<file path="src/vcrr_pkg.sv">
`default_nettype none
// ----------------------------------------------------------------------------
// vcrr_pkg
// Shared types, sizes and helpers of the round-robin virtual channel arbiter.
// ----------------------------------------------------------------------------
package vcrr_pkg;

  localparam int NUM_VCS   = 4;
  localparam int NUM_PORTS = 8;

  // fixed field widths of the request and result beats
  localparam int MASK_W = 4;
  localparam int PORT_W = 3;

  localparam int VC_W      = $clog2(NUM_VCS);
  localparam int CNT_W     = $clog2(NUM_VCS + 1);
  localparam int PIDX_W    = (NUM_PORTS > 1) ? $clog2(NUM_PORTS) : 1;
  localparam int ENT_DEPTH = NUM_PORTS * NUM_VCS;
  localparam int ENT_AW    = $clog2(ENT_DEPTH);

  typedef struct packed {
    logic [PORT_W-1:0] port;
    logic [MASK_W-1:0] vc_nonempty;
    logic [MASK_W-1:0] vc_fits;
  } req_t;

  typedef struct packed {
    logic       granted;
    logic [1:0] granted_vc;
    logic       from_skip_list;
    logic       no_candidate;
  } res_t;

  typedef struct packed {
    logic [VC_W-1:0]  rr_pointer;
    logic [VC_W-1:0]  skip_head;
    logic [CNT_W-1:0] skip_count;
  } port_state_t;

  typedef struct packed {
    logic              en;
    logic [PIDX_W-1:0] addr;
    port_state_t       data;
  } pst_wr_t;

  typedef struct packed {
    logic              en;
    logic [ENT_AW-1:0] addr;
    logic [VC_W-1:0]   data;
  } ent_wr_t;

  // next vc index with wrap
  function automatic logic [VC_W-1:0] vc_inc(input logic [VC_W-1:0] v);
    if (int'(v) == NUM_VCS - 1) begin
      return '0;
    end
    return v + VC_W'(1);
  endfunction

  // mask bit of a vc; vcs past the mask width read as clear
  function automatic logic mask_bit(input logic [MASK_W-1:0] mask,
                                    input logic [VC_W-1:0]   v);
    logic [VC_W+1:0] ve;
    ve = {2'b00, v};
    if (int'(ve) < MASK_W) begin
      return mask[ve[1:0]];
    end
    return 1'b0;
  endfunction

  // vc index as it appears in the result field
  function automatic logic [1:0] vc_field(input logic [VC_W-1:0] v);
    logic [VC_W+1:0] ve;
    ve = {2'b00, v};
    return ve[1:0];
  endfunction

  // skip entry address: port row, vc slot
  function automatic logic [ENT_AW-1:0] ent_addr(input logic [PIDX_W-1:0] p,
                                                 input logic [VC_W-1:0]   v);
    return ENT_AW'(int'(p) * NUM_VCS + int'(v));
  endfunction

endpackage : vcrr_pkg
`default_nettype wire

</file>
<file path="src/vcrr_ram.sv">
`default_nettype none
// ----------------------------------------------------------------------------
// vcrr_ram
// Simple dual-port RAM, one write and one registered read per cycle.
// ----------------------------------------------------------------------------
module vcrr_ram #(
  parameter int DEPTH = 32,
  parameter int WIDTH = 2
) (
  input  wire logic                     clk,
  input  wire logic                     wr_en,
  input  wire logic [$clog2(DEPTH)-1:0] wr_addr,
  input  wire logic [WIDTH-1:0]         wr_data,
  input  wire logic [$clog2(DEPTH)-1:0] rd_addr,
  output logic      [WIDTH-1:0]         rd_data
);

  logic [WIDTH-1:0] mem [DEPTH];

  always_ff @(posedge clk) begin
    if (wr_en) begin
      mem[wr_addr] <= wr_data;
    end
    rd_data <= mem[rd_addr];
  end

endmodule : vcrr_ram
`default_nettype wire

</file>
<file path="src/vcrr_port_state.sv">
`default_nettype none
// ----------------------------------------------------------------------------
// vcrr_port_state
// Per-port pointer, skip head and skip count store with valid bits.
// ----------------------------------------------------------------------------
module vcrr_port_state (
  input  wire logic                      clk,
  input  wire logic                      rst,
  input  wire logic [vcrr_pkg::PIDX_W-1:0] rd_addr,
  output vcrr_pkg::port_state_t          rd_data,
  input  wire vcrr_pkg::pst_wr_t         wr
);
  import vcrr_pkg::*;

  port_state_t          mem [NUM_PORTS];
  logic [NUM_PORTS-1:0] valid;
  port_state_t          rd_q;
  logic                 rd_valid;

  always_ff @(posedge clk) begin
    if (rst) begin
      valid <= '0;
    end else if (wr.en) begin
      valid[wr.addr] <= 1'b1;
    end
  end

  always_ff @(posedge clk) begin
    if (wr.en) begin
      mem[wr.addr] <= wr.data;
    end
    rd_q     <= mem[rd_addr];
    rd_valid <= valid[rd_addr];
  end

  // a port never written reads as its reset state
  assign rd_data = rd_valid ? rd_q : '0;

endmodule : vcrr_port_state
`default_nettype wire

</file>
<file path="src/vcrr_seq.sv">
`default_nettype none
// ----------------------------------------------------------------------------
// vcrr_seq
// Sequencer: walks the skip list, then the round-robin tries, one per cycle.
// ----------------------------------------------------------------------------
module vcrr_seq (
  input  wire logic                          clk,
  input  wire logic                          rst,
  input  wire logic                          req_valid,
  output logic                               req_ready,
  input  wire vcrr_pkg::req_t                req,
  output logic [vcrr_pkg::PIDX_W-1:0]        pst_rd_addr,
  input  wire vcrr_pkg::port_state_t         pst_rd_data,
  output vcrr_pkg::pst_wr_t                  pst_wr,
  output logic [vcrr_pkg::ENT_AW-1:0]        ent_rd_addr,
  input  wire logic [vcrr_pkg::VC_W-1:0]     ent_rd_data,
  output vcrr_pkg::ent_wr_t                  ent_wr,
  output logic                               res_valid,
  input  wire logic                          res_ready,
  output vcrr_pkg::res_t                     res
);
  import vcrr_pkg::*;

  localparam logic [2:0] S_IDLE = 3'd0;
  localparam logic [2:0] S_LOAD = 3'd1;
  localparam logic [2:0] S_SKIP = 3'd2;
  localparam logic [2:0] S_RR   = 3'd3;
  localparam logic [2:0] S_FIN  = 3'd4;

  logic [2:0]         state, state_next;
  logic [PIDX_W-1:0]  port_q, port_q_next;
  logic               in_range, in_range_next;
  logic [MASK_W-1:0]  ne_q, ne_q_next;
  logic [MASK_W-1:0]  fits_q, fits_q_next;
  logic [VC_W-1:0]    rr, rr_next;
  logic [VC_W-1:0]    head, head_next;
  logic [CNT_W-1:0]   cnt, cnt_next;
  logic [CNT_W-1:0]   n_q, n_q_next;
  logic [VC_W-1:0]    rd_ptr, rd_ptr_next;
  logic [VC_W-1:0]    wr_ptr, wr_ptr_next;
  logic [VC_W-1:0]    idx, idx_next;
  logic [NUM_VCS-1:0] listed, listed_next;
  logic               got, got_next;
  logic               from_list, from_list_next;
  logic [VC_W-1:0]    gvc, gvc_next;

  logic [CNT_W:0]     tail_sum;
  logic               req_in_range;
  logic [VC_W-1:0]    v;

  assign req_in_range = 32'(req.port) < NUM_PORTS;
  assign req_ready    = (state == S_IDLE);
  assign pst_rd_addr  = (state == S_IDLE) ? PIDX_W'(req.port) : port_q;

  // first entry is read as the port state arrives, later ones one ahead
  assign ent_rd_addr = ent_addr(port_q, (state == S_LOAD) ? pst_rd_data.skip_head
                                                          : vc_inc(rd_ptr));

  // tail slot after load: head plus count, wrapped
  assign tail_sum = (CNT_W+1)'(pst_rd_data.skip_head) + (CNT_W+1)'(pst_rd_data.skip_count);

  assign v = (state == S_SKIP) ? ent_rd_data : rr;

  assign res_valid          = (state == S_FIN);
  assign res.granted        = got;
  assign res.granted_vc     = vc_field(gvc);
  assign res.from_skip_list = from_list;
  assign res.no_candidate   = !got && (cnt == '0);

  assign pst_wr.en              = (state == S_FIN) && res_ready && in_range;
  assign pst_wr.addr            = port_q;
  assign pst_wr.data.rr_pointer = rr;
  assign pst_wr.data.skip_head  = head;
  assign pst_wr.data.skip_count = cnt;

  always_comb begin
    state_next     = state;
    port_q_next    = port_q;
    in_range_next  = in_range;
    ne_q_next      = ne_q;
    fits_q_next    = fits_q;
    rr_next        = rr;
    head_next      = head;
    cnt_next       = cnt;
    n_q_next       = n_q;
    rd_ptr_next    = rd_ptr;
    wr_ptr_next    = wr_ptr;
    idx_next       = idx;
    listed_next    = listed;
    got_next       = got;
    from_list_next = from_list;
    gvc_next       = gvc;
    ent_wr.en      = 1'b0;
    ent_wr.addr    = ent_addr(port_q, wr_ptr);
    ent_wr.data    = v;

    unique case (state)
      S_IDLE: begin
        if (req_valid) begin
          port_q_next    = PIDX_W'(req.port);
          in_range_next  = req_in_range;
          ne_q_next      = req.vc_nonempty;
          fits_q_next    = req.vc_fits;
          listed_next    = '0;
          got_next       = 1'b0;
          from_list_next = 1'b0;
          gvc_next       = '0;
          cnt_next       = '0;
          state_next     = req_in_range ? S_LOAD : S_FIN;
        end
      end
      S_LOAD: begin
        rr_next     = pst_rd_data.rr_pointer;
        cnt_next    = pst_rd_data.skip_count;
        n_q_next    = pst_rd_data.skip_count;
        rd_ptr_next = pst_rd_data.skip_head;
        idx_next    = '0;
        if (tail_sum >= (CNT_W+1)'(NUM_VCS)) begin
          wr_ptr_next = VC_W'(tail_sum - (CNT_W+1)'(NUM_VCS));
        end else begin
          wr_ptr_next = VC_W'(tail_sum);
        end
        // with no grant from the list, the head ends one full lap later
        head_next  = wr_ptr_next;
        state_next = (pst_rd_data.skip_count == '0) ? S_RR : S_SKIP;
      end
      S_SKIP: begin
        if (mask_bit(fits_q, v)) begin
          got_next       = 1'b1;
          from_list_next = 1'b1;
          gvc_next       = v;
          head_next      = vc_inc(rd_ptr);
          cnt_next       = n_q - CNT_W'(1);
          state_next     = S_FIN;
        end else begin
          // still blocked: back to the tail
          ent_wr.en      = 1'b1;
          wr_ptr_next    = vc_inc(wr_ptr);
          listed_next[v] = 1'b1;
          rd_ptr_next    = vc_inc(rd_ptr);
          if (CNT_W'(idx) == n_q - CNT_W'(1)) begin
            idx_next   = '0;
            state_next = S_RR;
          end else begin
            idx_next = idx + VC_W'(1);
          end
        end
      end
      S_RR: begin
        rr_next = vc_inc(rr);
        if (mask_bit(ne_q, v) && mask_bit(fits_q, v)) begin
          got_next   = 1'b1;
          gvc_next   = v;
          state_next = S_FIN;
        end else begin
          if (mask_bit(ne_q, v) && !listed[v] && (cnt < CNT_W'(NUM_VCS))) begin
            ent_wr.en      = 1'b1;
            wr_ptr_next    = vc_inc(wr_ptr);
            cnt_next       = cnt + CNT_W'(1);
            listed_next[v] = 1'b1;
          end
          if (int'(idx) == NUM_VCS - 1) begin
            state_next = S_FIN;
          end else begin
            idx_next = idx + VC_W'(1);
          end
        end
      end
      S_FIN: begin
        if (res_ready) begin
          state_next = S_IDLE;
        end
      end
      default: begin
        state_next = S_IDLE;
      end
    endcase
  end

  always_ff @(posedge clk) begin
    if (rst) begin
      state <= S_IDLE;
    end else begin
      state <= state_next;
    end
  end

  always_ff @(posedge clk) begin
    port_q    <= port_q_next;
    in_range  <= in_range_next;
    ne_q      <= ne_q_next;
    fits_q    <= fits_q_next;
    rr        <= rr_next;
    head      <= head_next;
    cnt       <= cnt_next;
    n_q       <= n_q_next;
    rd_ptr    <= rd_ptr_next;
    wr_ptr    <= wr_ptr_next;
    idx       <= idx_next;
    listed    <= listed_next;
    got       <= got_next;
    from_list <= from_list_next;
    gvc       <= gvc_next;
  end

endmodule : vcrr_seq
`default_nettype wire

</file>
<file path="src/vc_round_robin_skip_arbiter.sv">
`default_nettype none
// ----------------------------------------------------------------------------
// vc_round_robin_skip_arbiter
// Per-input-port virtual channel arbiter with a round-robin pointer and a
// FIFO of skipped (blocked) channels per port.
// ----------------------------------------------------------------------------
// sequence: accept, port state load, walk of up to n skip entries, then up to
//   NUM_VCS round-robin tries, result beat; a port out of range goes to the result
// a new request is taken only once the previous one has left the sequencer;
//   the skip list RAM is walked one entry per cycle
// reset: synchronous; port pointers, heads and counts read as zero through
//   per-port valid bits, skip list entries stay unwritten
// ----------------------------------------------------------------------------
module vc_round_robin_skip_arbiter (
  input  wire logic           clk,
  input  wire logic           rst,
  input  wire logic           req_valid,
  output logic                req_ready,
  input  wire vcrr_pkg::req_t req,
  output logic                res_valid,
  input  wire logic           res_ready,
  output vcrr_pkg::res_t      res
);
  import vcrr_pkg::*;

  // port state store: pointer, skip head, skip count
  logic [PIDX_W-1:0] pst_rd_addr;
  port_state_t       pst_rd_data;
  pst_wr_t           pst_wr;

  // skip list entries, one row of NUM_VCS slots per port
  logic [ENT_AW-1:0] ent_rd_addr;
  logic [VC_W-1:0]   ent_rd_data;
  ent_wr_t           ent_wr;

  // sequencer result, before the output register
  logic seq_res_valid;
  logic seq_res_ready;
  res_t seq_res;

  vcrr_port_state u_port_state (
    .clk     (clk),
    .rst     (rst),
    .rd_addr (pst_rd_addr),
    .rd_data (pst_rd_data),
    .wr      (pst_wr)
  );

  vcrr_ram #(
    .DEPTH (ENT_DEPTH),
    .WIDTH (VC_W)
  ) u_skip_ram (
    .clk     (clk),
    .wr_en   (ent_wr.en),
    .wr_addr (ent_wr.addr),
    .wr_data (ent_wr.data),
    .rd_addr (ent_rd_addr),
    .rd_data (ent_rd_data)
  );

  vcrr_seq u_seq (
    .clk         (clk),
    .rst         (rst),
    .req_valid   (req_valid),
    .req_ready   (req_ready),
    .req         (req),
    .pst_rd_addr (pst_rd_addr),
    .pst_rd_data (pst_rd_data),
    .pst_wr      (pst_wr),
    .ent_rd_addr (ent_rd_addr),
    .ent_rd_data (ent_rd_data),
    .ent_wr      (ent_wr),
    .res_valid   (seq_res_valid),
    .res_ready   (seq_res_ready),
    .res         (seq_res)
  );

  // output register: a finished beat waits here while the next request runs
  assign seq_res_ready = !res_valid || res_ready;

  always_ff @(posedge clk) begin
    if (rst) begin
      res_valid <= 1'b0;
    end else if (seq_res_ready) begin
      res_valid <= seq_res_valid;
    end
  end

  // payload only moves when the slot is free
  always_ff @(posedge clk) begin
    if (seq_res_ready && seq_res_valid) begin
      res <= seq_res;
    end
  end

endmodule : vc_round_robin_skip_arbiter
`default_nettype wire

</file>
<file path="config.mk">
export PLATFORM = sky130hd
export DESIGN_NAME = vc_round_robin_skip_arbiter
export DESIGN_NICKNAME = d
export VERILOG_FILES = /design/src/vcrr_pkg.sv /design/src/vcrr_ram.sv /design/src/vcrr_port_state.sv /design/src/vcrr_seq.sv /design/src/vc_round_robin_skip_arbiter.sv
export SDC_FILE = /design/constraint.sdc
export NUM_CORES = 1
export LEC_CHECK = 0
export BUFFER_PORTS_ARGS = -buffer_cell sky130_fd_sc_hd__buf_2
export CELL_PAD_IN_SITES_DETAIL_PLACEMENT = 1
export CELL_PAD_IN_SITES_GLOBAL_PLACEMENT = 1
export CORE_ASPECT_RATIO = 0.5
export CORE_MARGIN = 2
export CORE_UTILIZATION = 30
export DETAILED_ROUTE_END_ITERATION = 10
export GPL_TIMING_DRIVEN = 1
export PLACE_DENSITY = 0.6
export SLEW_MARGIN = 30
export SYNTH_ARGS = -nofsm -noshare
export SYNTH_HDL_FRONTEND = slang
export SYNTH_SLANG_ARGS = --single-unit
</file>
<file path="constraint.sdc">
create_clock -name clk -period 8.8 [get_ports clk]
set_input_delay 0.44 -clock clk [delete_from_list [all_inputs] [get_ports clk]]
set_output_delay 0.44 -clock clk [all_outputs]
set_load 0.02 [all_outputs]
</file>
### After elaboration in Yosys (flattened, before gate mapping)

Memories as Yosys holds them, arrays and structs flattened. A register that Yosys moved wholly into a read port is not among the register bits.
Index checks and enable logic that the tools add are counted.

| word-level totals | value |
|---|---|
| memory bits (writable) | 120 |
| output and inout bits | 7 |
| bits in registers | 53 |
| logic and storage cells | 193 |
| memories kept | 2 |
| input bits | 15 |

Memories:

| name | depth | width | rd ports | clocked after memory_dff | write ports | line | source |
|---|---|---|---|---|---|---|---|
| u_skip_ram.mem | 32 | 2 | 1 | 1 | 1 | vcrr_ram.sv:18 | `logic [WIDTH-1:0] mem [DEPTH];` |
| u_port_state.mem | 8 | 7 | 1 | 1 | 1 | vcrr_port_state.sv:15 | `port_state_t mem [NUM_PORTS];` |

| cells by class | value |
|---|---|
| order comparisons | 7 |
| equality and inequality tests | 19 |
| reductions and logical operators | 30 |
| multiplexer cells | 101 |
| bitwise operators | 2 |
| add/sub/neg operators | 10 |

Operator list:

| cell | number |
|---|---|
| 2-to-1 mux 2 bit | 24 |
| 2-to-1 mux 1 bit | 43 |
| 2-to-1 mux 3 bit | 11 |
| one-hot mux 2 bit (3 select lines) | 3 |
| 2-to-1 mux 4 bit | 4 |
| AND reduction 4 bit | 4 |
| one-hot mux 3 bit (5 select lines) | 1 |
| one-hot mux 2 bit (2 select lines) | 3 |
| one-hot mux 3 bit (4 select lines) | 1 |
| one-hot mux 4 bit (3 select lines) | 1 |
| adder 5 x 2 -> 5 bit | 2 |
| inequality test 2 bit (second input constant) | 5 |
| AND reduction 5 bit | 2 |
| logical NOT 3 bit | 3 |
| adder 2 x 1 -> 2 bit (second input constant) | 4 |
| == test 2 x 1 -> 1 bit (second input constant) | 4 |
| < comparator 3 x 4 -> 1 bit (second input constant) | 2 |
| OR 8 bit | 1 |
| logical AND 1 bit | 7 |
| 2-to-1 mux 7 bit | 1 |
| binary-select mux 1 bit (select 2 bit) | 3 |
| == test 3 x 2 -> 1 bit (second input constant) | 2 |
| inequality test 2 x 1 -> 1 bit (second input constant) | 3 |
| AND reduction 2 bit | 3 |
| 26 further kinds | 32 |

### Logic depth before layout (Yosys ltp)

| logic depth | value |
|---|---|
| depth after elaboration | 21 |
| gate-level depth with buffers | 10 |
| depth with buffers taken out | 8 |

### By module

From an unflattened synthesis, not the netlist that was laid out.

| unflattened totals | value |
|---|---|
| cell total of the unflattened synthesis | 544 |
| area total of the unflattened synthesis | 8069.0 µm² |

Modules (own cells, without submodules):

| module | cells each | sequential area each (µm²) | instances | area each (µm²) |
|---|---|---|---|---|
| vcrr_ram | 184 | 1961.9 | 1 | 2783.9 |
| vcrr_port_state | 142 | 2001.9 | 1 | 2781.4 |
| vcrr_seq | 208 | 1111.1 | 1 | 2298.5 |
| vc_round_robin_skip_arbiter | 10 | 170.2 | 1 | 205.2 |

### Worst setup path after synthesis

No wires, ideal clock.

| path | value |
|---|---|
| kind | reg2reg |
| start point | reg u_seq.state[1] |
| end point | mem u_skip_ram.mem[96][0], in the netlist u_skip_ram.mem[24][0], enable pin |
| arrival | 2.592 ns |
| path slack | 5.893 ns |
| clock period less this slack | 2.907 ns |
| buffers on the path | 1 |
| stages on the path, launching flop included | 10 |
| library setup time | 0.314 ns |
| required time | 8.486 ns |
| path through | dfxtp_1 -> or3b_4 -> inv_4 -> mux2i_2 -> inv_1 -> a21oi_1 -> o21ba_2 -> a21boi_2 -> buf_6 -> nor3_2 |

RTL lines:

| item | line | source |
|---|---|---|
| from (decl) | vcrr_seq.sv:30 | `logic [2:0] state, state_next;` |
| from (signal assigned) | vcrr_seq.sv:184 | `state <= state_next;` |
| to (decl) | vcrr_ram.sv:18 |  |

==> PnR_summary.wiki <==
{| class="wikitable"
! Metric !! Value
|-
| Outcome || complete, no violations
|-
| Final setup TNS || 0 ns
|-
| Part of the power in registers || 41.3%
|-
| Total power draw || 0.00316 W
|-
| Switching part of the total || 37.1%
|-
| Setup repair after global routing missed its margin || no
|-
| Cell total after placement || 936
|-
| Internal power || 0.00199 W
|-
| Via-per-instance ratio || 4.93
|-
| Synthesis-to-finish area growth || 13.2%
|-
| Worst-case hold path end point || u_seq.fits_q[3]$_DFFE_PP_
|-
| Number of nets still failing antenna checks after routing || 0
|-
| Count of inserted antenna diode cells || 0
|-
| Clock network fraction of total power || 24.7%
|-
| Number of pins with negative max-slew slack in the final report || 0
|-
| Pin count of the biggest net entering global routing || 37
|-
| CTS H-tree depth || 4
|-
| Sort of element at the end of the critical path || register
|-
| Part of the total power dissipated in combinational logic || 34.0%
|-
| Remaining DRCs || 0
|-
| Mapped Area || 8100 µm²
|-
| Number of search-and-repair iterations in the first detailed-routing pass || 4
|-
| Number of violations of the max-capacitance limit || 0
|-
| Count of hold buffers inserted by post-cts repair || 0
|-
| Flops & latches, synth || 182
|-
| Average wire length per cell after detail routing || 20.0 µm
|-
| Main flop type after synthesis || sky130_fd_sc_hd__edfxtp_1
|-
| Slowest stage cell, crit path || sky130_fd_sc_hd__dfxtp_1
|-
| Finished Cell Area || 9170 µm²
|-
| Total clock buffers created by CTS || 17
|-
| Finished Layout Cells || 968
|-
| Max Root-Sink Buffers || 2
|-
| Flop-to-flop setup slack || 4.96 ns
|-
| Overflow after GRT || 0
|-
| Post_cts resized || 0
|-
| Arrival time at the worst endpoint || 3.95 ns
|-
| Input/output buffers || 21
|-
| Max-slew headroom || 32.5%
|-
| Number of design-rule violations left by the first detailed-router iteration || 360
|-
| Launch point of the worst reg-to-reg path || u_seq.state[1]$_SDFFE_PP0P_
|-
| Die span in y || 120 µm
|-
| Post-Place Worst Slack || 4.94 ns
|-
| Final routed wirelength across all metal layers || 19,400 µm
|-
| Actual slew at the worst max-slew pin || 1.01 ns
|-
| Overall Global Routing Usage || 14.6%
|-
| Total via count in the routed design || 4,777
|-
| Clock root buffer || sky130_fd_sc_hd__clkbuf_16
|-
| Share of synthesized area occupied by flip-flops and latches || 64.8%
|-
| Share of post-route cells with drive strength above 1 || 23.1%
|-
| Critical setup path kind || register to register
|-
| Nets || 629
|-
| Class of the tightest hold or removal check || input port to register
|-
| Data required, critical path || 8.91 ns
|-
| Static Leakage || 3.06 nW
|-
| Wire length of the first global-routing pass || 30,900 µm
|-
| Critical path's top delay family || simple AND/OR/NAND/NOR gates
|-
| Power density relative to cell area || 345 nW/µm²
|-
| Reg2reg path depth || 9
|-
| Placed Instance Area || 8570 µm²
|-
| Clock sink total || 182
|-
| Core box area || 26,500 µm²
|-
| Clock edge transition at the registers on the reported setup and hold paths || 0.07 ns
|-
| Maximum operating frequency || 261 MHz
|-
| Vias in the first global route || 5,104
|-
| Average size of a mapped cell || 13.8 µm²
|-
| Cell count after synthesis || 588
|-
| Net count of the mapped netlist || 614
|-
| Setup violation total in the final timing report || 0
|-
| Number of antenna violations at the first check in global routing || 0
|-
| Post-Route Skew || 0.00950 ns
|-
| Die outline area || 28,400 µm²
|-
| Kind of start point of the critical path || register
|-
| Final weighted congestion in routability-driven placement || 0.807
|-
| Net switching power of the design || 0.00117 W
|-
| CTS tree || done
|-
| Clk_lat worst skew || 0.44 ns
|-
| Part of the cycle the worst path needs || 43.6%
|-
| Total setup buffers inserted after CTS || 0
|-
| Final hold violations || 0
|-
| Worst reg2reg path endpoint || u_skip_ram.mem[29][1]$_DFFE_PP_
|-
| Stage delay of the slowest cell on the critical path || 0.62 ns
|-
| Async S/R FF share, synth || 0%
|-
| Count of buffering cells on the critical path with inverters included || 3
|-
| Post-route worst setup slack || 4.96 ns
|-
| Min-Delay Path Depth || 1
|-
| Peak ir drop on the vdd network || 0.118 mV
|-
| YS warnings || 0
|-
| Worst-path fanout max || 36
|-
| Number of distinct standard cells referenced by the synthesized netlist || 55
|-
| Die X || 236 µm
|-
| Starting Density || 30.6%
|-
| Number of top-level design ports || 22
|-
| EDFF count, synth || 160
|-
| Number of core rows || 42
|-
| Sum of net half-perimeters after detailed placement || 12,800 µm
|-
| Hold Startpoint || req[3]
|-
| Cells along the critical path || or3b_4 > inv_4 > mux2i_2 > inv_2 > a21oi_1 > o21ba_2 > a21boi_4 > buf_4 > nor3_1
|-
| Min Tclk post-route || 3.84 ns
|}
-- stage by stage --
stage | util [%] | hold slack [ns]
floorplan | - | 0.400
global route | 34.6 | 0.145
CTS | 34.6 | 0.153
finish | 34.6 | 0.171
detailed placement | 32.4 | 0.419
global placement | 32.3 | 0.419
-- power by group through the flow --
stage | clock network [W] | logic, W | registers [W]
finish | 0.000782 | 0.00108 | 0.00130
global route | 0.000835 | 0.00119 | 0.00133
CTS | 0.000799 | 0.00110 | 0.00131
detailed placement | 0 | 0.00109 | 0.00133
global placement | 0 | 0.00107 | 0.00132
floorplan | 0 | 0.000800 | 0.00125
-- cells by family (layout without fill, tap and decap cells) --
family	Yosys count	after routing	share of synthesized area [%]
AND/OR/NAND/NOR	221	221	14.6
XOR/XNOR	6	6	0.649
multiplexers	62	62	10.9
adder cells (fa/ha/maj)	11	11	1.70
flip-flops	182	182	64.8
buffers and inverters	46	74	2.53
AO/OA/AOI/OAI	60	60	4.91
-- cell usage after synthesis (all sizes together), types with 2 or more instances --
master | number | area, µm²
buf | 13 | 78.8
nand3b | 3 | 22.5
dfxtp | 22 | 440
nor2b | 5 | 31.3
nand4 | 5 | 31.3
clkbuf | 19 | 71.3
o22ai | 4 | 25.0
nand2b | 5 | 31.3
o21ai | 10 | 50.1
edfxtp | 160 | 4800
xnor2 | 3 | 26.3
nor2 | 55 | 209
xor2 | 3 | 26.3
o31ai | 3 | 22.5
a22o | 3 | 26.3
and2 | 7 | 43.8
a21oi | 18 | 90.1
mux2i | 29 | 305
a211oi | 4 | 30.0
mux4 | 18 | 405
nor3 | 36 | 330
nor3b | 2 | 15.0
mux2 | 15 | 169
nand3 | 24 | 120
or3 | 2 | 12.5
nand2 | 67 | 251
inv | 13 | 51.3
ha | 11 | 138
and3b | 3 | 26.3
or3b | 3 | 28.8
o32ai | 2 | 17.5
a22oi | 4 | 30.0
a2bb2oi | 2 | 17.5
-- final cells by class --
| cell class | instances | area, µm² |
|---|---|---|
| repair buffers | 28 | 158 |
| fillers | 2804 | 17300 |
| inverters | 14 | 55.1 |
| multi-input cells | 360 | 2680 |
| clock inverters | 14 | 165 |
| flip-flops and latches | 182 | 5250 |
| clock buffers | 18 | 429 |
| well taps | 352 | 440 |
-- flip-flops by register name, summed over array words and instances, names as in the netlist, 4 cells and up --
name,flops
u_skip_ram.mem,64
u_port_state.mem,56
u_port_state.valid,8
u_port_state.rd_q,7
res,5
u_seq.fits_q,4
u_seq.listed,4
u_seq.ne_q,4
-- layer usage --
metal	track usage, %	vias up	wire (µm)
met1	20.5	2459	9440
met5	0	-	0
met2	22.7	74	8950
met3	2.90	21	729
li1	-	2223	-
met4	4.51	0	263
-- placed cells by master, fill, tap and decap left out, types with 6 or more instances in the layout --
master and n:
sky130_fd_sc_hd__a21oi_1 18, sky130_fd_sc_hd__and2_1 7, sky130_fd_sc_hd__buf_2 21, sky130_fd_sc_hd__buf_4 7, sky130_fd_sc_hd__clkbuf_16 17, sky130_fd_sc_hd__dfxtp_1 22
sky130_fd_sc_hd__edfxtp_1 160, sky130_fd_sc_hd__ha_1 11, sky130_fd_sc_hd__inv_1 10, sky130_fd_sc_hd__mux2_2 15, sky130_fd_sc_hd__mux2i_1 23, sky130_fd_sc_hd__mux2i_2 6
sky130_fd_sc_hd__mux4_2 18, sky130_fd_sc_hd__nand2_1 67, sky130_fd_sc_hd__nand3_1 24, sky130_fd_sc_hd__nor2_1 51, sky130_fd_sc_hd__nor3_2 31, sky130_fd_sc_hd__o21ai_0 10
-- worst max-delay path by stage --
stage	from	end	slack, ns	cells after the start
after floorplan	u_seq.state[1]$_SDFFE_PP0P_	u_skip_ram.mem[24][0]$_DFFE_PP_	5.89	9
after global placement	u_seq.state[1]$_SDFFE_PP0P_	u_skip_ram.mem[25][0]$_DFFE_PP_	4.73	9
after detailed placement	u_seq.state[1]$_SDFFE_PP0P_	u_skip_ram.mem[29][0]$_DFFE_PP_	4.94	9
after CTS	u_seq.state[1]$_SDFFE_PP0P_	u_skip_ram.mem[29][0]$_DFFE_PP_	4.95	9
after global routing	u_seq.state[1]$_SDFFE_PP0P_	u_skip_ram.mem[29][1]$_DFFE_PP_	4.60	9
final	u_seq.state[1]$_SDFFE_PP0P_	u_skip_ram.mem[29][1]$_DFFE_PP_	4.96	9
No activity file was read; power rests on OpenSTA's default activity.
